===== config.mk =====
export PLATFORM = sky130hd
export DESIGN_NAME = swd_host_transfer_sequencer_unit
export DESIGN_NICKNAME = d
export VERILOG_FILES = /design/src/rtl/core/swd_pkg.sv /design/src/rtl/core/swd_cfg.sv /design/src/rtl/core/swd_core.sv /design/src/rtl/core/swd_host_transfer_sequencer_unit.sv
export VERILOG_INCLUDE_DIRS = /design/src /design/src/rtl/core
export SDC_FILE = /design/constraint.sdc
export NUM_CORES = 1
export LEC_CHECK = 0
export BUFFER_PORTS_ARGS = -buffer_cell sky130_fd_sc_hd__buf_2
export CORE_ASPECT_RATIO = 0.5
export CORE_UTILIZATION = 45
export CTS_BUF_LIST = sky130_fd_sc_hd__clkbuf_16
export DETAILED_ROUTE_END_ITERATION = 10
export PLACE_DENSITY = 0.69
export SYNTH_ARGS = -nofsm -noshare
export SYNTH_HDL_FRONTEND = slang
export SYNTH_SLANG_ARGS = --single-unit

===== constraint.sdc =====
create_clock -name clk_i -period 8.2 [get_ports clk_i]
set_input_delay 1.64 -clock clk_i [delete_from_list [all_inputs] [get_ports clk_i]]
set_output_delay 1.64 -clock clk_i [all_outputs]
set_load 0.05 [all_outputs]

===== src/rtl/core/swd_host_transfer_sequencer_unit_assert.svh =====
// Assertion macros for the SWD host transfer sequencer
`ifndef SWD_HOST_TRANSFER_SEQUENCER_UNIT_ASSERT_SVH
`define SWD_HOST_TRANSFER_SEQUENCER_UNIT_ASSERT_SVH

// same-cycle implication, clocked on clk_i, off during reset
`define SWD_ASSERT_IMP(name, ante, cons) \
  name: assert property (@(posedge clk_i) disable iff (!rst_ni) (ante) |-> (cons)) \
    else $error("swd sequencer: check failed");

// next-cycle implication
`define SWD_ASSERT_NXT(name, ante, cons) \
  name: assert property (@(posedge clk_i) disable iff (!rst_ni) (ante) |=> (cons)) \
    else $error("swd sequencer: check failed");

`endif


===== src/rtl/core/swd_pkg.sv =====
// Types and constants shared by the SWD host transfer sequencer
`timescale 1ns / 1ps

package swd_pkg;

  localparam int unsigned CNT_W = 6;

  // item ops
  localparam logic OP_START = 1'b0;
  localparam logic OP_CLOCK = 1'b1;

  // configuration register indexes
  localparam int unsigned CFG_IDX_W = 2;
  localparam logic [CFG_IDX_W-1:0] CFG_TRN_CYCLES = 2'd0;
  localparam logic [CFG_IDX_W-1:0] CFG_FORCE_DATA = 2'd1;
  localparam logic [CFG_IDX_W-1:0] CFG_IDLE_COUNT = 2'd2;

  // sequencer phases
  localparam logic [3:0] PH_IDLE    = 4'd0;
  localparam logic [3:0] PH_REQ     = 4'd1;
  localparam logic [3:0] PH_TRN1    = 4'd2;
  localparam logic [3:0] PH_ACK     = 4'd3;
  localparam logic [3:0] PH_TRN2    = 4'd4;
  localparam logic [3:0] PH_WDATA   = 4'd5;
  localparam logic [3:0] PH_RDATA   = 4'd6;
  localparam logic [3:0] PH_TRN3    = 4'd7;
  localparam logic [3:0] PH_IDLECYC = 4'd8;
  localparam logic [3:0] PH_RELEASE = 4'd9;

  // ack codes, first received bit in bit 0
  localparam logic [2:0] ACK_NONE  = 3'b000;
  localparam logic [2:0] ACK_OK    = 3'b001;
  localparam logic [2:0] ACK_WAIT  = 3'b010;
  localparam logic [2:0] ACK_FAULT = 3'b100;

  // header: start and park bits set
  localparam logic [7:0]  HDR_BASE   = 8'h81;
  localparam logic [15:0] PARITY_LUT = 16'h6996;

  localparam logic [CNT_W-1:0] REQ_BITS   = 6'd8;
  localparam logic [CNT_W-1:0] ACK_BITS   = 6'd3;
  localparam logic [CNT_W-1:0] DATA_BITS  = 6'd32;
  localparam logic [CNT_W-1:0] FRAME_BITS = 6'd33;

  localparam logic [2:0] TRN_MIN = 3'd1;
  localparam logic [2:0] TRN_MAX = 3'd4;

  typedef struct packed {
    logic        op;
    logic [3:0]  request_bits;
    logic [31:0] write_word;
    logic        line_sample;
  } in_t;

  typedef struct packed {
    logic        drive_level;
    logic        drive_enable;
    logic        transfer_done;
    logic [2:0]  ack_code;
    logic [31:0] read_word;
    logic        parity_error;
    logic        busy_res;
  } out_t;

  typedef struct packed {
    logic [2:0] trn_len;
    logic       force_data;
    logic [7:0] idle_count;
  } cfg_t;

endpackage


===== src/rtl/core/swd_cfg.sv =====
// Configuration registers with turnaround length clamp
`timescale 1ns / 1ps

module swd_cfg (
  input  logic                          clk_i,
  input  logic                          rst_ni,
  input  logic                          cfg_valid_i,
  output logic                          cfg_ready_o,
  input  logic [swd_pkg::CFG_IDX_W-1:0] cfg_index_i,
  input  logic [7:0]                    cfg_data_i,
  output swd_pkg::cfg_t                 cfg_o
);

  logic [2:0] trn_q;
  logic       force_q;
  logic [7:0] idle_q;
  logic       wr;

  assign cfg_ready_o = 1'b1;
  assign wr          = cfg_valid_i && cfg_ready_o;

  always_ff @(posedge clk_i or negedge rst_ni) begin
    if (!rst_ni) begin
      trn_q   <= swd_pkg::TRN_MIN;
      force_q <= 1'b0;
      idle_q  <= 8'd0;
    end else if (wr) begin
      if (cfg_index_i == swd_pkg::CFG_TRN_CYCLES) begin
        trn_q <= cfg_data_i[2:0];
      end
      if (cfg_index_i == swd_pkg::CFG_FORCE_DATA) begin
        force_q <= cfg_data_i[0];
      end
      if (cfg_index_i == swd_pkg::CFG_IDLE_COUNT) begin
        idle_q <= cfg_data_i;
      end
    end
  end

  always_comb begin
    cfg_o.force_data = force_q;
    cfg_o.idle_count = idle_q;
    priority if (trn_q < swd_pkg::TRN_MIN) begin
      cfg_o.trn_len = swd_pkg::TRN_MIN;
    end else if (trn_q > swd_pkg::TRN_MAX) begin
      cfg_o.trn_len = swd_pkg::TRN_MAX;
    end else begin
      cfg_o.trn_len = trn_q;
    end
  end

endmodule


===== src/rtl/core/swd_core.sv =====
// Sequencer state and one-bit step logic
`timescale 1ns / 1ps

module swd_core (
  input  logic          clk_i,
  input  logic          rst_ni,
  input  logic          step_i,
  input  swd_pkg::in_t  item_i,
  input  swd_pkg::cfg_t cfg_i,
  output logic          res_valid_o,
  output swd_pkg::out_t res_o
);

  logic [3:0]                ph_q, ph_d;
  logic [swd_pkg::CNT_W-1:0] cnt_q, cnt_d, cnt_inc, trn;
  logic [7:0]                idl_q, idl_d;
  logic [31:0]               shf_q, shf_d;
  logic [3:0]                req_q, req_d;
  logic [2:0]                ack_q, ack_d, ack_sh;
  logic                      par_q, par_d;

  logic       lvl, en, busy, done, rd, ok, wf, ok_n, wf_n, s;
  logic [7:0] hdr;

  always_ff @(posedge clk_i or negedge rst_ni) begin
    if (!rst_ni) begin
      ph_q  <= swd_pkg::PH_IDLE;
      cnt_q <= '0;
      idl_q <= '0;
      shf_q <= '0;
      req_q <= '0;
      ack_q <= swd_pkg::ACK_NONE;
      par_q <= 1'b0;
    end else begin
      ph_q  <= ph_d;
      cnt_q <= cnt_d;
      idl_q <= idl_d;
      shf_q <= shf_d;
      req_q <= req_d;
      ack_q <= ack_d;
      par_q <= par_d;
    end
  end

  assign s       = item_i.line_sample;
  assign cnt_inc = cnt_q + 6'd1;
  assign trn     = {3'b000, cfg_i.trn_len};
  assign rd      = req_q[1];
  assign ok      = (ack_q == swd_pkg::ACK_OK);
  assign wf      = (ack_q == swd_pkg::ACK_WAIT) || (ack_q == swd_pkg::ACK_FAULT);
  assign ack_sh  = {s, ack_q[2:1]};
  assign ok_n    = (ack_sh == swd_pkg::ACK_OK);
  assign wf_n    = (ack_sh == swd_pkg::ACK_WAIT) || (ack_sh == swd_pkg::ACK_FAULT);
  assign hdr     = swd_pkg::HDR_BASE | {3'b000, req_q, 1'b0}
                 | {2'b00, swd_pkg::PARITY_LUT[req_q], 5'b00000};

  always_comb begin
    ph_d  = ph_q;
    cnt_d = cnt_q;
    idl_d = idl_q;
    shf_d = shf_q;
    req_d = req_q;
    ack_d = ack_q;
    par_d = par_q;
    lvl   = 1'b0;
    en    = 1'b0;
    busy  = 1'b1;
    if (step_i && item_i.op == swd_pkg::OP_START) begin
      if (ph_q == swd_pkg::PH_IDLE) begin
        req_d = item_i.request_bits;
        shf_d = item_i.write_word;
        par_d = 1'b0;
        ack_d = swd_pkg::ACK_NONE;
        idl_d = cfg_i.idle_count;
        ph_d  = swd_pkg::PH_REQ;
        cnt_d = '0;
      end
    end else if (step_i) begin
      cnt_d = cnt_inc;
      unique case (ph_q)
        swd_pkg::PH_REQ: begin
          en  = 1'b1;
          lvl = hdr[cnt_q[2:0]];
          if (cnt_inc >= swd_pkg::REQ_BITS) begin
            ph_d  = swd_pkg::PH_TRN1;
            cnt_d = '0;
          end
        end
        swd_pkg::PH_TRN1: begin
          if (cnt_inc >= trn) begin
            ph_d  = swd_pkg::PH_ACK;
            cnt_d = '0;
          end
        end
        swd_pkg::PH_ACK: begin
          ack_d = ack_sh;
          if (cnt_inc >= swd_pkg::ACK_BITS) begin
            cnt_d = '0;
            priority if (!rd) begin
              ph_d = swd_pkg::PH_TRN2;
            end else if (ok_n) begin
              ph_d = swd_pkg::PH_RDATA;
            end else if (wf_n) begin
              ph_d = cfg_i.force_data ? swd_pkg::PH_RDATA : swd_pkg::PH_TRN3;
            end else begin
              ph_d = swd_pkg::PH_RELEASE;
            end
          end
        end
        swd_pkg::PH_TRN2: begin
          if (cnt_inc >= trn) begin
            cnt_d = '0;
            priority if (ok) begin
              ph_d = swd_pkg::PH_WDATA;
            end else if (wf) begin
              ph_d = cfg_i.force_data ? swd_pkg::PH_WDATA : swd_pkg::PH_IDLE;
            end else begin
              ph_d = swd_pkg::PH_RELEASE;
            end
          end
        end
        swd_pkg::PH_WDATA: begin
          en = 1'b1;
          if (ok) begin
            if (cnt_q < swd_pkg::DATA_BITS) begin
              lvl   = shf_q[0];
              par_d = par_q ^ shf_q[0];
              shf_d = {1'b0, shf_q[31:1]};
            end else begin
              lvl = par_q;
            end
          end
          if (cnt_inc >= swd_pkg::FRAME_BITS) begin
            cnt_d = '0;
            if (ok && idl_q != 8'd0) begin
              ph_d = swd_pkg::PH_IDLECYC;
            end else begin
              ph_d = swd_pkg::PH_IDLE;
            end
          end
        end
        swd_pkg::PH_RDATA: begin
          if (cnt_q < swd_pkg::DATA_BITS) begin
            shf_d = {s, shf_q[31:1]};
          end
          par_d = par_q ^ s;
          if (cnt_inc >= swd_pkg::FRAME_BITS) begin
            ph_d  = swd_pkg::PH_TRN3;
            cnt_d = '0;
          end
        end
        swd_pkg::PH_TRN3: begin
          if (cnt_inc >= trn) begin
            cnt_d = '0;
            if (ok && idl_q != 8'd0) begin
              ph_d = swd_pkg::PH_IDLECYC;
            end else begin
              ph_d = swd_pkg::PH_IDLE;
            end
          end
        end
        swd_pkg::PH_IDLECYC: begin
          en    = 1'b1;
          cnt_d = cnt_q;
          if (idl_q != 8'd0) begin
            idl_d = idl_q - 8'd1;
          end
          if (idl_d == 8'd0) begin
            ph_d  = swd_pkg::PH_IDLE;
            cnt_d = '0;
          end
        end
        swd_pkg::PH_RELEASE: begin
          if (cnt_inc >= swd_pkg::FRAME_BITS + trn) begin
            ph_d  = swd_pkg::PH_IDLE;
            cnt_d = '0;
          end
        end
        default: begin
          ph_d  = swd_pkg::PH_IDLE;
          cnt_d = cnt_q;
          busy  = 1'b0;
          en    = 1'b1;
        end
      endcase
    end
  end

  assign done        = busy && (ph_d == swd_pkg::PH_IDLE);
  assign res_valid_o = step_i && (item_i.op == swd_pkg::OP_CLOCK);

  always_comb begin
    res_o.drive_level   = lvl;
    res_o.drive_enable  = en;
    res_o.transfer_done = done;
    res_o.ack_code      = done ? ack_d : swd_pkg::ACK_NONE;
    res_o.read_word     = (done && rd && ok) ? shf_d : 32'd0;
    res_o.parity_error  = done && rd && ok && par_d;
    res_o.busy_res      = busy;
  end

endmodule


===== src/rtl/core/swd_host_transfer_sequencer_unit.sv =====
// Top level of the SWD host transfer sequencer
//
// Input channel (in_valid_i / in_stall_o / in_data_i): a start item latches the
// request bits and write word when no transfer runs (ignored otherwise) and
// gives no result. Each clock item stands for one SWCLK cycle: it carries the
// sampled SWDIO level and gives exactly one result with the level and enable
// to drive in that cycle, plus done, ack, read data and parity error status.
// Output channel (out_valid_o / out_stall_i / out_data_o) carries results.
// Configuration (cfg_valid_i / cfg_ready_o): index 0 turnaround length,
// 1 forced data phase, 2 idle cycles after an OK transfer; always ready.
// A clock item passes from the input register through one step of sequencer
// logic into the output register, which presents its result.
// Throughput: one item per cycle while no result is stalled; the phase and bit
// counter registers step once per item. A stalled result stays in the output
// register while the next item waits in the input register; start items move on
// regardless. Reset empties both registers and returns the sequencer to idle
// with the minimum turnaround length, no forced data phase and no idle cycles.
`timescale 1ns / 1ps
`include "swd_host_transfer_sequencer_unit_assert.svh"

module swd_host_transfer_sequencer_unit (
  input  logic                          clk_i,
  input  logic                          rst_ni,
  input  logic                          in_valid_i,
  output logic                          in_stall_o,
  input  swd_pkg::in_t                  in_data_i,
  output logic                          out_valid_o,
  input  logic                          out_stall_i,
  output swd_pkg::out_t                 out_data_o,
  input  logic                          cfg_valid_i,
  output logic                          cfg_ready_o,
  input  logic [swd_pkg::CFG_IDX_W-1:0] cfg_index_i,
  input  logic [7:0]                    cfg_data_i
);

  swd_pkg::cfg_t cfg;
  swd_pkg::in_t  in_q;
  swd_pkg::out_t out_q, res;
  logic          in_vld_q, out_vld_q;
  logic          advance, accept, res_vld;

  swd_cfg u_cfg (
    .clk_i       (clk_i),
    .rst_ni      (rst_ni),
    .cfg_valid_i (cfg_valid_i),
    .cfg_ready_o (cfg_ready_o),
    .cfg_index_i (cfg_index_i),
    .cfg_data_i  (cfg_data_i),
    .cfg_o       (cfg)
  );

  swd_core u_core (
    .clk_i       (clk_i),
    .rst_ni      (rst_ni),
    .step_i      (advance),
    .item_i      (in_q),
    .cfg_i       (cfg),
    .res_valid_o (res_vld),
    .res_o       (res)
  );

  assign advance    = in_vld_q
                   && ((in_q.op == swd_pkg::OP_START) || !out_vld_q || !out_stall_i);
  assign in_stall_o = in_vld_q && !advance;
  assign accept     = in_valid_i && !in_stall_o;

  always_ff @(posedge clk_i or negedge rst_ni) begin
    if (!rst_ni) begin
      in_vld_q <= 1'b0;
    end else if (accept) begin
      in_vld_q <= 1'b1;
    end else if (advance) begin
      in_vld_q <= 1'b0;
    end
  end

  always_ff @(posedge clk_i) begin
    if (accept) begin
      in_q <= in_data_i;
    end
  end

  always_ff @(posedge clk_i or negedge rst_ni) begin
    if (!rst_ni) begin
      out_vld_q <= 1'b0;
    end else if (res_vld) begin
      out_vld_q <= 1'b1;
    end else if (!out_stall_i) begin
      out_vld_q <= 1'b0;
    end
  end

  always_ff @(posedge clk_i) begin
    if (res_vld) begin
      out_q <= res;
    end
  end

  assign out_valid_o = out_vld_q;
  assign out_data_o  = out_q;

  `SWD_ASSERT_IMP(a_done_busy, out_vld_q && out_q.transfer_done, out_q.busy_res)
  `SWD_ASSERT_IMP(a_release_low, out_vld_q && !out_q.drive_enable, !out_q.drive_level)
  `SWD_ASSERT_IMP(a_ack_on_done, out_vld_q && !out_q.transfer_done, out_q.ack_code == swd_pkg::ACK_NONE)
  `SWD_ASSERT_NXT(a_in_hold, in_vld_q && in_stall_o, in_vld_q && $stable(in_q))

endmodule


==> results of run 1 <==
==> state kept, by name (all words and copies together), names as in the netlist <==
signal	count
u_core.cnt_q	6
u_core.ack_q	3
u_core.ph_q	4
u_cfg.trn_q	3
u_core.shf_q	32
u_cfg.force_q	1
in_vld_q	1
in_q	38
u_core.idl_q	8
u_cfg.idle_q	8
out_data_o	40
u_core.req_q	4
u_core.par_q	1
out_valid_o	1
==> synth_stat cells, types with 3 or more instances <==
cell	number	area [um^2]
nor4_1	7	43.8
clkbuf_1	27	101
mux2_2	11	124
o31ai_1	3	22.5
or4_1	3	22.5
nand3b_1	6	45.0
nor2_1	33	124
nand2_1	141	529
a32o_1	3	30.0
nor3_2	29	290
nand4_1	6	37.5
a31oi_1	4	25.0
o21ai_0	35	175
o21ai_1	3	15.0
buf_1	3	11.3
dfrtp_1	71	1780
nand3_1	10	50.1
o21a_1	4	30.0
a221oi_1	3	26.3
a21o_1	5	37.5
and2_1	3	18.8
nand2b_1	10	62.6
xnor2_1	7	61.3
a32oi_1	3	26.3
buf_6	3	33.8
ha_1	12	150
nor4bb_1	3	30.0
inv_1	16	60.1
a21oi_1	18	90.1
buf_2	7	35.0
a22oi_1	34	255
edfxtp_1	78	2340
nor2b_1	3	18.8
nor3_1	12	60.1
nor3b_1	7	52.6
or3b_2	3	26.3
o22ai_1	3	18.8
xor2_1	7	61.3
==> cells by family after synthesis <==
logic type / count (synthesis) / synth area share [%]
AO/OA/AOI/OAI: 137 / 12.9
XOR/XNOR: 14 / 1.68
adder cells (fa/ha/maj): 12 / 2.05
buffers and inverters: 58 / 3.51
flip-flops: 150 / 56.7
multiplexers: 13 / 1.97
other: 1 / 0.0513
AND/OR/NAND/NOR: 290 / 21.2
==> per-stage QoR <==
stage / hold slack [ns] / setup WS (ns) / cell area (um^2) / util, %
floorplan: 0.415 / 4.18 / 7320 / -
global placement: 0.422 / 3.22 / 7930 / 50.7
detailed placement: 0.427 / 3.20 / 7930 / 50.7
CTS: 0.442 / 3.57 / 8540 / 54.6
global route: 0.472 / 3.23 / 8540 / 54.6
finish: 0.440 / 3.52 / 8540 / 54.6
==> how the worst max path moves through the flow <==
stage / slack (ns) / depth (start not counted) / to / startpoint
2_1_floorplan: 4.18 / 9 / out_data_o[12]$_SDFFCE_PN0P_ / out_stall_i
3_3_place_gp: 3.22 / 8 / out_data_o[34]$_SDFFCE_PN0P_ / out_stall_i
3_5_place_dp: 3.20 / 8 / out_data_o[20]$_SDFFCE_PN0P_ / out_stall_i
4_1_cts: 3.57 / 8 / out_data_o[35]$_SDFFCE_PN0P_ / out_stall_i
5_1_grt: 3.23 / 8 / out_data_o[3]$_SDFFCE_PN0P_ / out_stall_i
6_report: 3.52 / 8 / out_data_o[35]$_SDFFCE_PN0P_ / out_stall_i
==> routing by layer <==
| metal | vias to the layer above | global-route usage (%) | routed length, um |
|---|---|---|---|
| met2 | 177 | 33.6 | 7880 |
| met3 | 16 | 4.85 | 978 |
| met5 | - | 0 | 0 |
| met1 | 2651 | 30.3 | 8030 |
| met4 | 0 | 6.58 | 154 |
| li1 | 2611 | - | - |
==> cell type report <==
type / count / area, um^2 / share of cell area (%)
Multi-Input combinational cell: 468 / 2940 / 34.4
Timing Repair Buffer: 100 / 515 / 6.04
Clock inverter: 15 / 183 / 2.14
Inverter: 16 / 60.1 / 0.703
Sequential cell: 150 / 4150 / 48.5
Tap cell: 221 / 277 / 3.24
Clock buffer: 17 / 425 / 4.98
==> power by group through the flow <==
stage | sequential, mW | combinational (mW) | clock, mW
finish | 1.08 | 0.769 | 0.779
global route | 1.10 | 0.866 | 0.820
CTS | 1.08 | 0.772 | 0.791
detailed placement | 1.09 | 0.767 | 0
global placement | 1.09 | 0.752 | 0
floorplan | 1.06 | 0.599 | 0
==> critical path, delay by kind of cell <==
| family | cells | cell delay, ns |
|---|---|---|
| simple gates | 5 | 1.79 |
| buf+inv | 2 | 0.99 |
| compound gates | 1 | 0.47 |
==> out/metrics.yaml, run 1 <==
place.gp.congestion: 0.869
syn_area_mm2: 0.00732
io-pin-count: 96
hold_viol: 0
cpMaxStageDelayCell: "inv_2"
status: "finished clean"
core_area_mm2: 0.0157
slew_headroom_pct: 30.1
clock_latency_ns: 0.42
grt_max_degree: 73
dieHeight_um: 92.2
post-route-min-period_ns: 4.68
async_reset_ff_share_pct: 48.0
fin_nets: 818
post-cts-setup-buffer-count: 0
die_width_um: 182
htree_num_levels: 4
finalPower_mw: 2.63
crit_top_cell: "nand3_1"
mostFrequentLayoutCells: "140 x nand2_1, 94 x buf_2, 78 x edfxtp_1, 71 x dfrtp_1, 35 x o21ai_0"
vdd_drop_max_mv: 0.192
min_to: "u_core.req_q[3]$_DFFE_PN0P_"
wl_per_cell_um: 17.3
ys_ff_latch: 150
r2r-end: "out_data_o[35]$_SDFFCE_PN0P_"
n_antenna_cell: 0
hold_buffers: 0
seq_area_frac_synth_pct: 56.7
reg2reg_slack_ns: 4.02
drc_errors: 0
vias_per_cell: 5.53
die_area_mm2: 0.0168
r2r-start: "u_core.cnt_q[1]$_DFFE_PN0P_"
cp_data_arrival_time_ns: 4.92
grt_pass1_vias: 5408
p_leak_nw: 3.57
clkTransAtPathRegs_ns: 0.07
seqPwrFrac_pct: 41.1
clockRootBuffer: "clkbuf_16"
hpwl_um: 11400
rows: 32
p_sw_mw: 1.01
p_comb_share_pct: 29.3
drtIter0Drc: 604
synth_edf_count: 78
clkPwrFrac_pct: 29.7
hold_path.startpoint: "in_q[36]$_DFFE_PP_"
path_max_fanout: 47
placed_cells: 955
antenna_found_initial: 0
fmax_mhz: 214
powerDensity_mw_per_mm2: 308
fill_cells: 1349
yosysWarnings: 0
hold_path_depth: 2
period_share_pct: 57.1
synth_cells: 675
setup_viol: 0
rsz0062_at_grt: "no"
setup_tns_ns: 0
numCtsBuffers: 17
yosysUniqueCellTypes: 69
antenna_left: 0
ff2ff_path_depth: 10
cp-start-kind: "input port"
required_ns: 8.44
gr-total-overflow: 0
syn2layout_area_growth_pct: 16.7
drv_cap: 0
hold_class: "flip-flop to flip-flop"
port_buffers: 94
tightest_slew_ns: 1.05
grt_usage_pct: 21.6
fin_skew_ns: 0.0122
endpoint_kind: "flip-flop"
cts_tree: "yes"
slew_viol_final: 0
crit_chain: "buf_2 -> nand2_1 -> nand3_1 -> inv_2 -> nand3_1 -> o31ai_1 -> nand2_2 -> nor3b_1"
p_int_mw: 1.61
via_count: 5455
routed_wl_um: 17000
swShare_pct: 38.6
final_common_cell: "nand2_1"
cts-resized-gates: 0
cp_slowest_stage_delay_ns: 0.87
synth_ff_type: "edfxtp_1"
syn-mean-instance-area_um2: 10.8
clock-sinks: 150
initial_core_util_pct: 46.7
drive_gt1_share_pct: 25.1
cts_buffer_depth: 2
path_class: "input port to flip-flop"
grt_pass1_wl_um: 28100
drtPass1Iterations: 5
fin_cells: 987
(Power assumes the default switching activity.)
==> run 2, diff against run 1 <==
- clock period: 8.2 -> 4.5 ns (I/O delays scaled with it)
==> out/metrics.yaml, run 2 (synthesized netlist as in run 1, its figures left out) <==
status: "finished clean"
via_count: 5510  # +1.0%
hold_buffers: 0  # unchanged
hold_path_depth: 2  # unchanged
fin_skew_ns: 0.0159  # +0.00366 ns
cp_slowest_stage_delay_ns: 0.52  # -0.35 ns
n_antenna_cell: 0  # unchanged
dieHeight_um: 92.2  # unchanged
io-pin-count: 96  # unchanged
crit_top_cell: "ha_1"
hpwl_um: 11800  # +3.9%
cts-resized-gates: 0  # unchanged
wl_per_cell_um: 17.7  # +2.4%
clock_latency_ns: 0.44  # +0.02 ns
grt_pass1_vias: 5218  # -3.5%
initial_core_util_pct: 46.7  # unchanged
htree_num_levels: 4  # unchanged
largest_reg_flops: 40  # unchanged
tightest_slew_ns: 1.12  # +0.0777 ns
grt_usage_pct: 22.0  # +0.39 points
cp-start-kind: "flip-flop"
cts_tree: "yes"
crit_family: "simple AND/OR/NAND/NOR gates"
post-route-min-period_ns: 3.97
place.gp.congestion: 0.897  # +3.2%
grt_max_degree: 47  # -36%
cp_data_arrival_time_ns: 4.22  # -0.70 ns
path_class: "flip-flop to flip-flop"
core_area_mm2: 0.0157  # unchanged
dp_slack_ns: 0.622  # -2.58 ns
fmax_mhz: 252
drc_errors: 0  # unchanged
cpMaxStageDelayCell: "dfrtp_1"
clock-sinks: 150  # unchanged
fin_nets: 825  # +0.86%
drtPass1Iterations: 5  # unchanged
final_common_cell: "nand2_1"
cts_buffer_depth: 2  # unchanged
endpoint_kind: "flip-flop"
path_max_fanout: 35  # -26%
slew_viol_final: 0  # unchanged
routed_wl_um: 17600  # +3.1%
drive_gt1_share_pct: 25.7  # +0.68 points
antenna_left: 0  # unchanged
gr-total-overflow: 0  # unchanged
rsz0062_at_grt: "no"
clockRootBuffer: "clkbuf_16"
ff2ff_path_depth: 10  # unchanged
drv_cap: 0  # unchanged
die_width_um: 182  # unchanged
port_buffers: 94  # unchanged
setup_viol: 0  # unchanged
mostFrequentLayoutCells: "140 x nand2_1, 94 x buf_2, 78 x edfxtp_1, 71 x dfrtp_1, 35 x o21ai_0"
p_leak_nw: 3.61  # +1.2%
numCtsBuffers: 17  # unchanged
cp_num_buf_inv: 0  # -2
die_area_mm2: 0.0168  # unchanged
rows: 32  # unchanged
grt_pass1_wl_um: 28100  # about the same
hold_viol: 0  # unchanged
period_share_pct: 88.1
vias_per_cell: 5.54  # +0.30%
cp.depth: 10  # +2
antenna_found_initial: 0  # unchanged
drtIter0Drc: 581  # -3.8%
syn2layout_area_growth_pct: 17.7
setup_tns_ns: 0  # unchanged
hold_class: "flip-flop to flip-flop"
post-cts-setup-buffer-count: 0  # unchanged
fin_ws_ns: 0.533  # -2.98 ns
crit_chain: "ha_1 -> xor2_1 -> ha_1 -> a21oi_1 -> o21ai_0 -> nor4_2 -> nor4_1 -> o41ai_4 -> nand3_4 -> nor3b_1"
required_ns: 4.76  # -3.68 ns
powerDensity_mw_per_mm2: 566  # +84%
vdd_drop_max_mv: 0.313  # +63%
clkTransAtPathRegs_ns: 0.08  # about the same
slew_headroom_pct: 25.1  # -5.0 points
## run 2: path summary, 6_finish.rpt
path / from / endpoint / slack, ns
hold reg to reg: in_q[33]$_DFFE_PP_ / u_core.req_q[0]$_DFFE_PN0P_ / 0.45
max in group asynchronous: rst_ni / u_cfg.trn_q[0]$_DFFE_PN1P_ / 2.79
hold / removal: in_q[33]$_DFFE_PP_ / u_core.req_q[0]$_DFFE_PN0P_ / 0.45
setup reg to reg: u_core.cnt_q[0]$_DFFE_PN0P_ / out_data_o[36]$_SDFFCE_PN0P_ / 0.53
min in group asynchronous: rst_ni / u_core.shf_q[13]$_DFF_PN0_ / 0.68
setup / recovery: u_core.cnt_q[0]$_DFFE_PN0P_ / out_data_o[36]$_SDFFCE_PN0P_ / 0.53
## run 2: stage by stage
| stage | std cells | utilization, % | cell area, um^2 | power [mW] | hold slack [ns] |
|---|---|---|---|---|---|
| after global routing | 994 | 55.0 | 8610 | 5.16 | 0.476 |
| after detailed placement | 962 | 51.0 | 7990 | 3.40 | 0.439 |
| after global placement | 962 | 51.0 | 7990 | 3.36 | 0.428 |
| after floorplan | 676 | - | 7320 | 3.03 | 0.415 |
| final | 994 | 55.0 | 8610 | 4.87 | 0.455 |
| after CTS | 994 | 55.0 | 8610 | 4.90 | 0.459 |
## run 2: power by group
part           leakage, nW  internal [mW]  switching (mW)
Sequential            1.66           1.72           0.236
Clock                0.304          0.807           0.675
Combinational         1.65          0.485           0.945
## run 2: layout make-up
| class | instances | area, um^2 |
|---|---|---|
| well taps | 221 | 277 |
| multi-input cells | 468 | 2940 |
| fillers | 1372 | 7040 |
| clock inverters | 15 | 200 |
| inverters | 16 | 60.1 |
| flip-flops and latches | 150 | 4150 |
| repair buffers | 107 | 568 |
| clock buffers | 17 | 425 |
## run 2: worst min-delay path, cell delays in order (launching register included)
cell	delay [ns]
edfxtp_1	0.32
nand2_1	0.05
nand2_1	0.05
## run 2: routing by layer
metal  part of all wire, %  GRT usage [%]  vias up
met5                     0              0        -
met4                   1.1           6.09        0
met3                   5.7           4.88       22
met2                    45           34.2      181
met1                    48           31.1     2687
li1                      -              -     2620
==> run 3, diff against run 2 <==
- MAX_ROUTING_LAYER: default -> met4
==> out/metrics.yaml, run 3 (synthesized netlist as in run 1, its figures left out) <==
status: "finished clean"
fin_ws_ns: 0.621  # +0.0875 ns
grt_usage_pct: 23.1  # +1.1 points
fmax_mhz: 258  # +2.3%
slew_headroom_pct: 21.1  # -4.0 points
setup_viol: 0  # unchanged
drtPass1Iterations: 6  # +1
grt_max_degree: 47  # unchanged
via_count: 5541  # +0.56%
fin_nets: 824  # -0.12%
rsz0062_at_grt: "no"
htree_num_levels: 4  # unchanged
mostFrequentLayoutCells: "140 x nand2_1, 94 x buf_2, 78 x edfxtp_1, 71 x dfrtp_1, 35 x o21ai_0"
wl_per_cell_um: 18.0  # +2.0%
antenna_left: 0  # unchanged
p_leak_nw: 3.58  # -0.79%
path_max_fanout: 35  # unchanged
gr-total-overflow: 0  # unchanged
clock_latency_ns: 0.43  # about the same
drc_errors: 0  # unchanged
largest_reg_flops: 40  # unchanged
clock-sinks: 150  # unchanged
hold_class: "flip-flop to flip-flop"
drive_gt1_share_pct: 25.5  # -0.23 points
antenna_found_initial: 0  # unchanged
slew_viol_final: 0  # unchanged
numCtsBuffers: 17  # unchanged
endpoint_kind: "flip-flop"
dp_slack_ns: 0.631  # +0.00916 ns
cp-start-kind: "flip-flop"
drtIter0Drc: 482  # -17%
n_antenna_cell: 0  # unchanged
detailed_place.area_mm2: 0.00798  # about the same
initial_core_util_pct: 46.7  # unchanged
rows: 32  # unchanged
post-route-cell-area_mm2: 0.00856  # -0.57%
place.gp.congestion: 0.901  # +0.39%
post-route-min-period_ns: 3.88  # -0.0875 ns
path_class: "flip-flop to flip-flop"
cts_tree: "yes"
final_common_cell: "nand2_1"
fin_cells: 993  # -0.10%
post-cts-setup-buffer-count: 0  # unchanged
grt_pass1_wl_um: 28800  # +2.3%
grt_pass1_vias: 5466  # +4.8%
powerDensity_mw_per_mm2: 563  # -0.46%
routed_wl_um: 17900  # +1.9%
cts-resized-gates: 0  # unchanged
core_area_mm2: 0.0157  # unchanged
clkTransAtPathRegs_ns: 0.06  # -0.02 ns
syn2layout_area_growth_pct: 17.0
die_width_um: 182  # unchanged
required_ns: 4.74  # -0.02 ns
tightest_slew_ns: 1.18  # +0.0607 ns
reg2reg_slack_ns: 0.62  # +0.09 ns
clockRootBuffer: "clkbuf_16"
cp_data_arrival_time_ns: 4.12  # -0.10 ns
port_buffers: 94  # unchanged
setup_tns_ns: 0  # unchanged
hold_viol: 0  # unchanged
vias_per_cell: 5.58  # +0.66%
vdd_drop_max_mv: 0.289  # -7.7%
cts_buffer_depth: 2  # unchanged
hpwl_um: 12000  # +1.8%
fill_cells: 1353  # -1.4%
drv_cap: 0  # unchanged
die_area_mm2: 0.0168  # unchanged
fin_skew_ns: 0.0129  # -0.00296 ns
hold_buffers: 0  # unchanged
period_share_pct: 86.2  # -1.9 points
placed_cells: 961  # -0.10%
io-pin-count: 96  # unchanged
dieHeight_um: 92.2  # unchanged
run 3: cell types whose count changed in the layout (fill, tap and decap cells not counted), sizes merged:
| cell | previous run | this run |
|---|---|---|
| buf | 107 | 106 |
| clkinv | 7 | 3 |
| clkinvlp | 0 | 3 |
| inv | 23 | 24 |
run 3: power by group:
group / switching [mW] / internal [mW]
Clock: 0.637 / 0.783
Sequential: 0.248 / 1.72
Combinational: 0.950 / 0.481
run 3: final timing paths:
check	to	from	cells past startpoint
worst min-delay path	u_core.req_q[2]$_DFFE_PN0P_	in_q[35]$_DFFE_PP_	2
max in group asynchronous	u_cfg.trn_q[0]$_DFFE_PN1P_	rst_ni	2
worst max register to register	out_data_o[34]$_SDFFCE_PN0P_	u_core.cnt_q[1]$_DFFE_PN0P_	10
worst min register to register	u_core.req_q[2]$_DFFE_PN0P_	in_q[35]$_DFFE_PP_	2
min in group asynchronous	u_core.shf_q[13]$_DFF_PN0_	rst_ni	1
worst max-delay path	out_data_o[34]$_SDFFCE_PN0P_	u_core.cnt_q[1]$_DFFE_PN0P_	10
run 3: final cells by class:
class | count | area, um^2 | area share [%]
flip-flops and latches | 150 | 4150 | 48.4
multi-input cells | 468 | 2940 | 34.3
repair buffers | 106 | 561 | 6.55
clock buffers | 17 | 425 | 4.97
well taps | 221 | 277 | 3.23
clock inverters | 15 | 159 | 1.86
inverters | 16 | 60.1 | 0.701
run 3: routing by layer:
layer | vias up | share of wire (%) | global-route usage (%)
met2 | 160 | 46 | 36.0
met1 | 2740 | 49 | 31.1
met5 | - | 0 | -
met3 | 15 | 4.6 | 4.09
li1 | 2626 | - | -
met4 | 0 | 0.92 | 6.86
run 3: worst max-delay path, cell delays in order (launching register included):
cell and delay, ns:
dfrtp_1 0.51, ha_1 0.34, xor2_1 0.37, ha_1 0.32, a21oi_1 0.19, o21ai_0 0.16
nor4_2 0.34, nor4_1 0.14, o41ai_4 0.41, nand3_4 0.53, nor3b_1 0.36
run 3: metrics by stage:
step / hold WS (ns) / total power [mW] / util, %
global route: 0.462 / 5.11 / 54.7
finish: 0.441 / 4.82 / 54.7
floorplan: 0.415 / 3.03 / -
CTS: 0.449 / 4.84 / 54.7
detailed placement: 0.431 / 3.40 / 51.0
global placement: 0.426 / 3.36 / 51.0
